$ cat src/rtl/sdf_pkg.sv
// Shared types, constants and codes for the serial packet deframer.
// Used by every module under rtl and by the port checker; depends on nothing.
package sdf_pkg;

    localparam int MAX_FRAME_BYTES = 256;
    localparam int HELD_W          = $clog2(MAX_FRAME_BYTES + 2);
    localparam int IDX_W           = 9;
    localparam int LEN_W           = 10;
    localparam int KIND_W          = 6;
    localparam int HDR_W           = 24;
    localparam int TICK_W          = 16;
    localparam int CMP_W           = (HELD_W > LEN_W + 1) ? HELD_W : LEN_W + 1;
    localparam int HDR_BYTES       = 3;

    localparam logic [7:0]        START_RESET   = 8'hFF;
    localparam logic [TICK_W-1:0] TIMEOUT_RESET = 16'd5000;
    localparam logic [KIND_W-1:0] DROP_RESET    = '0;
    localparam logic              DROP_EN_RESET = 1'b1;

    localparam logic [1:0] REG_START   = 2'd0;
    localparam logic [1:0] REG_TIMEOUT = 2'd1;
    localparam logic [1:0] REG_DROP    = 2'd2;
    localparam logic [1:0] REG_DROP_EN = 2'd3;

    localparam logic [2:0] ST_PARTIAL  = 3'd0;
    localparam logic [2:0] ST_COMPLETE = 3'd1;
    localparam logic [2:0] ST_FRAMING  = 3'd2;
    localparam logic [2:0] ST_TIMEOUT  = 3'd3;
    localparam logic [2:0] ST_OVERSIZE = 3'd4;
    localparam logic [2:0] ST_DROPPED  = 3'd5;

    typedef enum logic [1:0] {
        PH_IDLE   = 2'd0,
        PH_HEADER = 2'd1,
        PH_BODY   = 2'd2
    } phase_t;

    typedef struct packed {
        logic              drop_enable;
        logic [KIND_W-1:0] drop_kind;
        logic [TICK_W-1:0] timeout_limit;
    } cfg_t;

    typedef struct packed {
        logic       is_tick;
        logic       is_start;
        logic [7:0] data;
    } item_t;

    typedef struct packed {
        logic [2:0]        status;
        logic [7:0]        data;
        logic              bvalid;
        logic [IDX_W-1:0]  index;
        logic [KIND_W-1:0] kind;
        logic [LEN_W-1:0]  length;
        logic              last;
    } res_t;

endpackage

$ cat src/rtl/sdf_front.sv
// Front end: takes input transactions and classifies them as tick, start byte or data byte.
// Depends on sdf_pkg; feeds sdf_queue.
module sdf_front (
    input  logic                 in_valid,
    output logic                 in_stall,
    input  logic                 cmd,
    input  logic [7:0]           rx_byte,
    input  logic [7:0]           start_marker,
    input  logic                 q_full,
    output logic                 push,
    output sdf_pkg::item_t       item
);

    assign in_stall      = q_full;
    assign push          = in_valid && !q_full;
    assign item.is_tick  = cmd;
    assign item.is_start = !cmd && (rx_byte == start_marker);
    assign item.data     = rx_byte;

endmodule

$ cat src/rtl/sdf_queue.sv
// Two-entry queue of classified items between the front end and the frame engine.
// Depends on sdf_pkg.
module sdf_queue (
    input  logic           clk,
    input  logic           rst_n,
    input  logic           push,
    input  sdf_pkg::item_t wr_item,
    input  logic           pop,
    output sdf_pkg::item_t rd_item,
    output logic           empty,
    output logic           full
);

    sdf_pkg::item_t entry_reg [2];
    logic       wr_ptr_reg, wr_ptr_next;
    logic       rd_ptr_reg, rd_ptr_next;
    logic [1:0] count_reg, count_next;

    assign empty   = (count_reg == 2'd0);
    assign full    = (count_reg == 2'd2);
    assign rd_item = entry_reg[rd_ptr_reg];

    always_comb
    begin
        wr_ptr_next = push ? !wr_ptr_reg : wr_ptr_reg;
        rd_ptr_next = pop ? !rd_ptr_reg : rd_ptr_reg;
        count_next  = count_reg + {1'b0, push} - {1'b0, pop};
    end

    always_ff @(posedge clk or negedge rst_n)
    begin
        if (!rst_n)
        begin
            wr_ptr_reg <= 1'b0;
            rd_ptr_reg <= 1'b0;
            count_reg  <= 2'd0;
        end
        else
        begin
            wr_ptr_reg <= wr_ptr_next;
            rd_ptr_reg <= rd_ptr_next;
            count_reg  <= count_next;
        end
    end

    always_ff @(posedge clk)
    begin
        if (push)
        begin
            entry_reg[wr_ptr_reg] <= wr_item;
        end
    end

endmodule

$ cat src/rtl/sdf_back.sv
// Frame engine: tracks phase, header, byte count and ticks, and registers one result.
// Depends on sdf_pkg; pops sdf_queue.
module sdf_back (
    input  logic           clk,
    input  logic           rst_n,
    input  sdf_pkg::cfg_t  cfg,
    input  logic           q_empty,
    input  sdf_pkg::item_t item,
    output logic           pop,
    output logic           out_valid,
    input  logic           out_stall,
    output sdf_pkg::res_t  res
);

    sdf_pkg::phase_t                 phase_reg, phase_next;
    logic [sdf_pkg::HELD_W-1:0]      held_reg, held_next;
    logic [sdf_pkg::HDR_W-1:0]       hdr_reg, hdr_next;
    logic [sdf_pkg::TICK_W-1:0]      ticks_reg, ticks_next;
    logic                            out_valid_reg, out_valid_next;
    sdf_pkg::res_t                   res_reg, res_next;

    logic                            adv;
    logic                            has_res;
    sdf_pkg::res_t                   res_new;
    logic [sdf_pkg::HDR_W-1:0]       hdr_cat;
    logic [sdf_pkg::HELD_W-1:0]      held_inc;
    logic [sdf_pkg::TICK_W-1:0]      ticks_inc;
    logic [sdf_pkg::CMP_W-1:0]       frame_end;

    assign adv       = !out_valid_reg || !out_stall;
    assign pop       = !q_empty && adv;
    assign out_valid = out_valid_reg;
    assign res       = res_reg;

    assign hdr_cat   = {hdr_reg[sdf_pkg::HDR_W-9:0], item.data};
    assign held_inc  = held_reg + 1'b1;
    assign ticks_inc = (ticks_reg != '1) ? ticks_reg + 1'b1 : ticks_reg;
    assign frame_end = sdf_pkg::CMP_W'(hdr_reg[sdf_pkg::LEN_W-1:0])
                       + sdf_pkg::CMP_W'(sdf_pkg::HDR_BYTES);

    always_comb
    begin
        phase_next = phase_reg;
        held_next  = held_reg;
        hdr_next   = hdr_reg;
        ticks_next = ticks_reg;
        has_res    = 1'b0;
        res_new    = '0;
        if (pop)
        begin
            if (item.is_tick)
            begin
                if (phase_reg == sdf_pkg::PH_HEADER || phase_reg == sdf_pkg::PH_BODY)
                begin
                    ticks_next = ticks_inc;
                    if (ticks_inc > cfg.timeout_limit)
                    begin
                        has_res        = 1'b1;
                        res_new.status = sdf_pkg::ST_TIMEOUT;
                        res_new.last   = 1'b1;
                        if (phase_reg == sdf_pkg::PH_BODY)
                        begin
                            res_new.kind   = hdr_reg[sdf_pkg::HDR_W-1 -: sdf_pkg::KIND_W];
                            res_new.length = hdr_reg[sdf_pkg::LEN_W-1:0];
                        end
                        phase_next = sdf_pkg::PH_IDLE;
                        held_next  = '0;
                        hdr_next   = '0;
                        ticks_next = '0;
                    end
                end
            end
            else
            begin
                has_res = 1'b1;
                case (phase_reg)
                    sdf_pkg::PH_HEADER:
                    begin
                        hdr_next       = hdr_cat;
                        held_next      = held_inc;
                        res_new.data   = item.data;
                        res_new.bvalid = 1'b1;
                        res_new.index  = sdf_pkg::IDX_W'(held_reg);
                        res_new.status = sdf_pkg::ST_PARTIAL;
                        if (held_inc >= sdf_pkg::HELD_W'(sdf_pkg::HDR_BYTES))
                        begin
                            res_new.kind   = hdr_cat[sdf_pkg::HDR_W-1 -: sdf_pkg::KIND_W];
                            res_new.length = hdr_cat[sdf_pkg::LEN_W-1:0];
                            if (cfg.drop_enable
                                && hdr_cat[sdf_pkg::HDR_W-1 -: sdf_pkg::KIND_W] == cfg.drop_kind)
                            begin
                                res_new.status = sdf_pkg::ST_DROPPED;
                                res_new.last   = 1'b1;
                            end
                            else if (hdr_cat[sdf_pkg::LEN_W-1:0] == '0)
                            begin
                                res_new.status = sdf_pkg::ST_COMPLETE;
                                res_new.last   = 1'b1;
                            end
                            else
                            begin
                                phase_next = sdf_pkg::PH_BODY;
                            end
                            if (res_new.last)
                            begin
                                phase_next = sdf_pkg::PH_IDLE;
                                held_next  = '0;
                                hdr_next   = '0;
                                ticks_next = '0;
                            end
                        end
                    end
                    sdf_pkg::PH_BODY:
                    begin
                        res_new.kind   = hdr_reg[sdf_pkg::HDR_W-1 -: sdf_pkg::KIND_W];
                        res_new.length = hdr_reg[sdf_pkg::LEN_W-1:0];
                        if (held_reg > sdf_pkg::HELD_W'(sdf_pkg::MAX_FRAME_BYTES))
                        begin
                            res_new.status = sdf_pkg::ST_OVERSIZE;
                            res_new.last   = 1'b1;
                        end
                        else
                        begin
                            held_next      = held_inc;
                            res_new.data   = item.data;
                            res_new.bvalid = 1'b1;
                            res_new.index  = sdf_pkg::IDX_W'(held_reg);
                            if (sdf_pkg::CMP_W'(held_inc) == frame_end)
                            begin
                                res_new.status = sdf_pkg::ST_COMPLETE;
                                res_new.last   = 1'b1;
                            end
                            else
                            begin
                                res_new.status = sdf_pkg::ST_PARTIAL;
                            end
                        end
                        if (res_new.last)
                        begin
                            phase_next = sdf_pkg::PH_IDLE;
                            held_next  = '0;
                            hdr_next   = '0;
                            ticks_next = '0;
                        end
                    end
                    default:
                    begin
                        held_next  = '0;
                        hdr_next   = '0;
                        ticks_next = '0;
                        if (item.is_start)
                        begin
                            phase_next     = sdf_pkg::PH_HEADER;
                            res_new.status = sdf_pkg::ST_PARTIAL;
                        end
                        else
                        begin
                            phase_next     = sdf_pkg::PH_IDLE;
                            res_new.status = sdf_pkg::ST_FRAMING;
                        end
                    end
                endcase
            end
        end
        out_valid_next = adv ? (pop && has_res) : out_valid_reg;
        res_next       = (pop && has_res) ? res_new : res_reg;
    end

    always_ff @(posedge clk or negedge rst_n)
    begin
        if (!rst_n)
        begin
            phase_reg     <= sdf_pkg::PH_IDLE;
            held_reg      <= '0;
            hdr_reg       <= '0;
            ticks_reg     <= '0;
            out_valid_reg <= 1'b0;
        end
        else
        begin
            phase_reg     <= phase_next;
            held_reg      <= held_next;
            hdr_reg       <= hdr_next;
            ticks_reg     <= ticks_next;
            out_valid_reg <= out_valid_next;
        end
    end

    always_ff @(posedge clk)
    begin
        res_reg <= res_next;
    end

endmodule

$ cat src/rtl/serial_packet_deframer_core.sv
// Top level of the serial packet deframer: configuration registers, front end, queue, engine.
// Depends on sdf_pkg, sdf_front, sdf_queue and sdf_back.
//
//  channel  direction  handshake                 payload
//  in       input      in_valid / in_stall       cmd, rx_byte
//  out      output     out_valid / out_stall     status, out_byte, byte_valid, byte_index,
//                                                frame_kind, body_length, frame_last
//  cfg      input      cfg_valid / cfg_ready     cfg_index, cfg_data
//
// One transaction per cycle in both directions while in_stall and out_stall are low; a result
// passes through a queue entry register and then the single frame-engine result register.
// A two-entry queue sits between front end and engine; in_stall rises only when it is full.
// Ticks that cause no result leave the queue without occupying the output.
// rst_n clears phase, counters, queue and output valid, and loads register defaults.
module serial_packet_deframer_core (
    input  logic                         clk,
    input  logic                         rst_n,
    input  logic                         in_valid,
    output logic                         in_stall,
    input  logic                         cmd,
    input  logic [7:0]                   rx_byte,
    output logic                         out_valid,
    input  logic                         out_stall,
    output logic [2:0]                   status,
    output logic [7:0]                   out_byte,
    output logic                         byte_valid,
    output logic [sdf_pkg::IDX_W-1:0]    byte_index,
    output logic [sdf_pkg::KIND_W-1:0]   frame_kind,
    output logic [sdf_pkg::LEN_W-1:0]    body_length,
    output logic                         frame_last,
    input  logic                         cfg_valid,
    output logic                         cfg_ready,
    input  logic [1:0]                   cfg_index,
    input  logic [sdf_pkg::TICK_W-1:0]   cfg_data
);

    logic [7:0]     start_marker_reg;
    sdf_pkg::cfg_t  cfg_reg;
    logic           q_full, q_empty, push, pop;
    sdf_pkg::item_t wr_item, rd_item;
    sdf_pkg::res_t  res;

    assign cfg_ready = 1'b1;

    always_ff @(posedge clk or negedge rst_n)
    begin
        if (!rst_n)
        begin
            start_marker_reg      <= sdf_pkg::START_RESET;
            cfg_reg.timeout_limit <= sdf_pkg::TIMEOUT_RESET;
            cfg_reg.drop_kind     <= sdf_pkg::DROP_RESET;
            cfg_reg.drop_enable   <= sdf_pkg::DROP_EN_RESET;
        end
        else if (cfg_valid && cfg_ready)
        begin
            case (cfg_index)
                sdf_pkg::REG_START:   start_marker_reg      <= cfg_data[7:0];
                sdf_pkg::REG_TIMEOUT: cfg_reg.timeout_limit <= cfg_data;
                sdf_pkg::REG_DROP:    cfg_reg.drop_kind     <= cfg_data[sdf_pkg::KIND_W-1:0];
                sdf_pkg::REG_DROP_EN: cfg_reg.drop_enable   <= cfg_data[0];
                default:              start_marker_reg      <= start_marker_reg;
            endcase
        end
    end

    sdf_front u_front (
        .in_valid     (in_valid),
        .in_stall     (in_stall),
        .cmd          (cmd),
        .rx_byte      (rx_byte),
        .start_marker (start_marker_reg),
        .q_full       (q_full),
        .push         (push),
        .item         (wr_item)
    );

    sdf_queue u_queue (
        .clk     (clk),
        .rst_n   (rst_n),
        .push    (push),
        .wr_item (wr_item),
        .pop     (pop),
        .rd_item (rd_item),
        .empty   (q_empty),
        .full    (q_full)
    );

    sdf_back u_back (
        .clk       (clk),
        .rst_n     (rst_n),
        .cfg       (cfg_reg),
        .q_empty   (q_empty),
        .item      (rd_item),
        .pop       (pop),
        .out_valid (out_valid),
        .out_stall (out_stall),
        .res       (res)
    );

    assign status      = res.status;
    assign out_byte    = res.data;
    assign byte_valid  = res.bvalid;
    assign byte_index  = res.index;
    assign frame_kind  = res.kind;
    assign body_length = res.length;
    assign frame_last  = res.last;

endmodule

$ cat config.mk
export PLATFORM = sky130hd
export DESIGN_NAME = serial_packet_deframer_core
export DESIGN_NICKNAME = d
export VERILOG_FILES = /design/src/rtl/sdf_pkg.sv /design/src/rtl/sdf_front.sv /design/src/rtl/sdf_queue.sv /design/src/rtl/sdf_back.sv /design/src/rtl/serial_packet_deframer_core.sv
export SDC_FILE = /design/constraint.sdc
export NUM_CORES = 1
export LEC_CHECK = 0
export ABC_AREA = 1
export CAP_MARGIN = 20
export CORE_UTILIZATION = 69
export CTS_CLUSTER_DIAMETER = 200
export DETAILED_ROUTE_END_ITERATION = 16
export DONT_BUFFER_PORTS = 1
export GPL_ROUTABILITY_DRIVEN = 0
export PLACE_DENSITY = 0.86
export SYNTH_ARGS = -nofsm -noshare
export SYNTH_HDL_FRONTEND = slang
export SYNTH_SLANG_ARGS = --single-unit
$ cat constraint.sdc
create_clock -name clk -period 7.5 [get_ports clk]
set_input_delay 1.5 -clock clk [delete_from_list [all_inputs] [get_ports clk]]
set_output_delay 1.5 -clock clk [all_outputs]
set_load 0.05 [all_outputs]
==> qor.txt <==
area delta synth->final: 8.771%
Die Wd: 107.5 um
Post-synth EDFFs: 58
layout cells sized above 1: 7.619%
Cell Area, Synth: 7675 um2
Clock Tree Buf Depth: 2
top_reg_cell synth: dfrtp_1
row count: 38
Post-CTS Hold Fix Bufs: 0
Vias per Instance: 5.868
Post-CTS Setup Repair Bufs: 0
core area: 10840 um2
Fin. Hold Viols: 0
Slowest-stage cell, CP: nand3_1
Tcrit/Tclk final: 62.29%
CTS Buf Count: 17
GRT Residual Overflow: 0
Synth Warn #: 0
Post-Route WL: 17640 um
CTS tree: yes
Max Freq: 214.1 MHz
post-CTS sizing: 0
Async SR Flop Fraction: 59.44%
CTS Root Cell: clkbuf_8
Die Y: 107.5 um
syn_area_per_cell: 8.173 um2
DRT Pass-1 Iters: 6
Buffers on Ports: 0
worst path cell trace: ha_1, nand3_1, nor3_1, nand3_1, nor2_1, inv_1, o31ai_1, inv_1, ha_1, nand4_1, nor2_1, nand2_1, nand2_1, nand2_1, nand2_1, nand3_1, a31oi_1
Residual DRC: 0
initial antenna violation count: 0
Clk pin slew, worst setup/hold paths: 60 ps
slowest stage delay, CP: 710 ps
Final ANT Viol Nets: 0
post-DR wirelength/cell: 16.26 um
Worst Tran Pin Value: 1003 ps
total vias in the final route: 6367
Gate Count Post-Synth: 939
crit path DAT: 5030 ps
# diodes: 0
First DRT Iteration DRCs: 669
# fillers: 737
post-synthesis cell type count: 40
# nets final: 990
# setup viols final: 0
number of top-level pins: 73
PD cells: 380.0 nW/um2
worst-path maximum fanout: 18
Layout Skew: 6.701 ps
sequential fraction of the synthesis area: 50.64%
GR Util All Layers: 33.40%
CTS H-Tree Depth: 4
Min-Delay Path Class: reg2reg
largest net degree at the start of global routing: 86
Tmin final: 4671 ps
Top cell by count, worst path: nand2_1
CP Data Required Time: 7860 ps
status: finished clean
P_leak: 3.810 nW
Clock Latency Late Sink: 550 ps
DP Wirelength: 11870 um
first-pass GRT wire length: 29160 um
CP Launch Type: flip-flop
Placed Area: 7727 um2
FF+latch count, synth: 143
family with the most delay on the worst path: simple AND/OR/NAND/NOR gates
Slew Viols, Final: 0
die area: 11550 um2
Initial Utilization: 70.80%
setup TNS: 0 ps
critical setup path kind: reg2reg
Largest register FFs: 38
crit path buf inv count: 2
Rel. slew slack: 32.93%
Synth Net Count: 997
Final Cell Area: 8348 um2
vias in the first global route: 6083
MaxCap Viol Count: 0
clk sinks: 143
RSZ-0062 raised after global routing: no
peak supply drop: 0.2783 mV
Setup crit end kind: flip-flop
## cell families (layout without fill, tap and decap cells)
| kind of cell | Yosys count | after routing | synth area share, % |
|---|---|---|---|
| xor+xnor | 14 | 14 | 1.598 |
| other cells | 1 | 1 | 0.04886 |
| compound gates | 125 | 125 | 8.641 |
| mux | 2 | 2 | 0.2609 |
| simple gates | 470 | 470 | 26.25 |
| buf+inv | 158 | 164 | 8.330 |
| fa+ha+maj | 26 | 26 | 4.239 |
| flops | 143 | 143 | 50.64 |
## per-stage QoR
stage / utilization, % / hold WS [ps] / power [mW] / setup slack [ps] / cells
finish: 77.01 / 486.2 / 3.172 / 2829 / 1085
global route: 77.01 / 514.1 / 3.330 / 2230 / 1085
CTS: 77.01 / 492.3 / 3.161 / 2918 / 1085
detailed placement: 71.28 / 476.7 / 2.268 / 3089 / 1053
global placement: 71.28 / 467.5 / 2.227 / 3273 / 1053
floorplan: - / 453.0 / 2.071 / 3133 / 939
## cell usage in the layout, fill, tap and decap left out, types with 2 or more instances in the layout
cell type / count
a21oi_1: 34
a21oi_4: 2
buf_4: 2
bufinv_16: 4
clkbuf_16: 16
clkinv_2: 2
clkinv_4: 2
clkinvlp_4: 2
dfrtp_1: 71
dfstp_2: 14
edfxtp_1: 58
ha_1: 26
inv_1: 125
inv_2: 4
inv_6: 5
mux2i_1: 2
nand2_1: 230
nand2_2: 4
nand3_1: 89
nand3_2: 2
nand4_1: 21
nor2_1: 100
nor2_2: 3
nor3_1: 7
nor4_1: 3
o21ai_0: 50
o21ai_1: 24
o22ai_1: 10
or2_2: 6
xnor2_1: 8
xor2_1: 6
## routing by layer
layer | share of wire (%) | wire (um) | global-route usage (%) | vias up
met5 | 0 | 0 | 0 | -
li1 | - | - | - | 3056
met2 | 49 | 8590 | 54.47 | 335
met1 | 40 | 7095 | 42.58 | 2920
met4 | 2.9 | 520 | 14.77 | 0
met3 | 8.1 | 1434 | 7.930 | 56
## Yosys cell counts, types with 3 or more instances
cell type	n	area, um2
nand2_2	4	25.02
o21ai_0	50	250.2
buf_4	6	45.04
nor2_1	101	379.1
buf_2	7	35.03
nor3_1	7	35.03
xnor2_1	8	70.07
inv_1	125	469.2
edfxtp_1	58	1742
nand2_1	230	863.3
ha_1	26	325.3
nand3_1	89	445.4
nor4_1	3	18.77
inv_2	4	15.01
clkbuf_1	13	48.80
or2_2	6	37.54
dfrtp_1	71	1777
a21oi_1	35	175.2
xor2_1	6	52.55
dfstp_2	14	367.9
o21ai_1	24	120.1
nand4_1	21	131.4
o22ai_1	10	62.56
## area by class of cell
cell class | instances | area [um2] | area share, %
clock buffer | 17 | 414.1 | 4.961
clock inverter | 15 | 206.4 | 2.473
inverter | 130 | 488.0 | 5.845
multi-input combinational | 638 | 3163 | 37.89
sequential | 143 | 3886 | 46.55
tap | 140 | 175.2 | 2.098
timing repair buffer | 2 | 15.01 | 0.1799
## path summary, 6_finish.rpt
kind                                              to  cells after the start                start  slack [ps]
worst max register to register        u_back.res[35]                     17  u_back.ticks_reg[1]        2830
worst min-delay path                      cfg_reg[4]                      2           cfg_reg[4]         490
max in group asynchronous        start_marker_reg[3]                      0                rst_n        6660
worst max-delay path                  u_back.res[35]                     17  u_back.ticks_reg[1]        2830
worst min register to register            cfg_reg[4]                      2           cfg_reg[4]         490
min in group asynchronous       u_queue.count_reg[1]                      0                rst_n         640
## where the power goes
part	total [mW]	internal (mW)	switching [mW]
Clock	0.887	0.545	0.342
Combinational	0.818	0.210	0.608
Sequential	1.47	1.05	0.418
Total	3.17	1.80	1.37
## worst register-to-register path, cell delays in order, from the launching register on
cell     delay [ps]
dfrtp_1         380
ha_1            210
nand3_1         140
nor3_1          420
nand3_1         230
nor2_1          190
inv_1            80
o31ai_1         270
inv_1            90
ha_1            300
nand4_1         130
nor2_1          150
nand2_1          70
nand2_1         110
nand2_1         140
nand2_1         470
nand3_1         710
a31oi_1         400
Power figures use the tool's default switching activity.
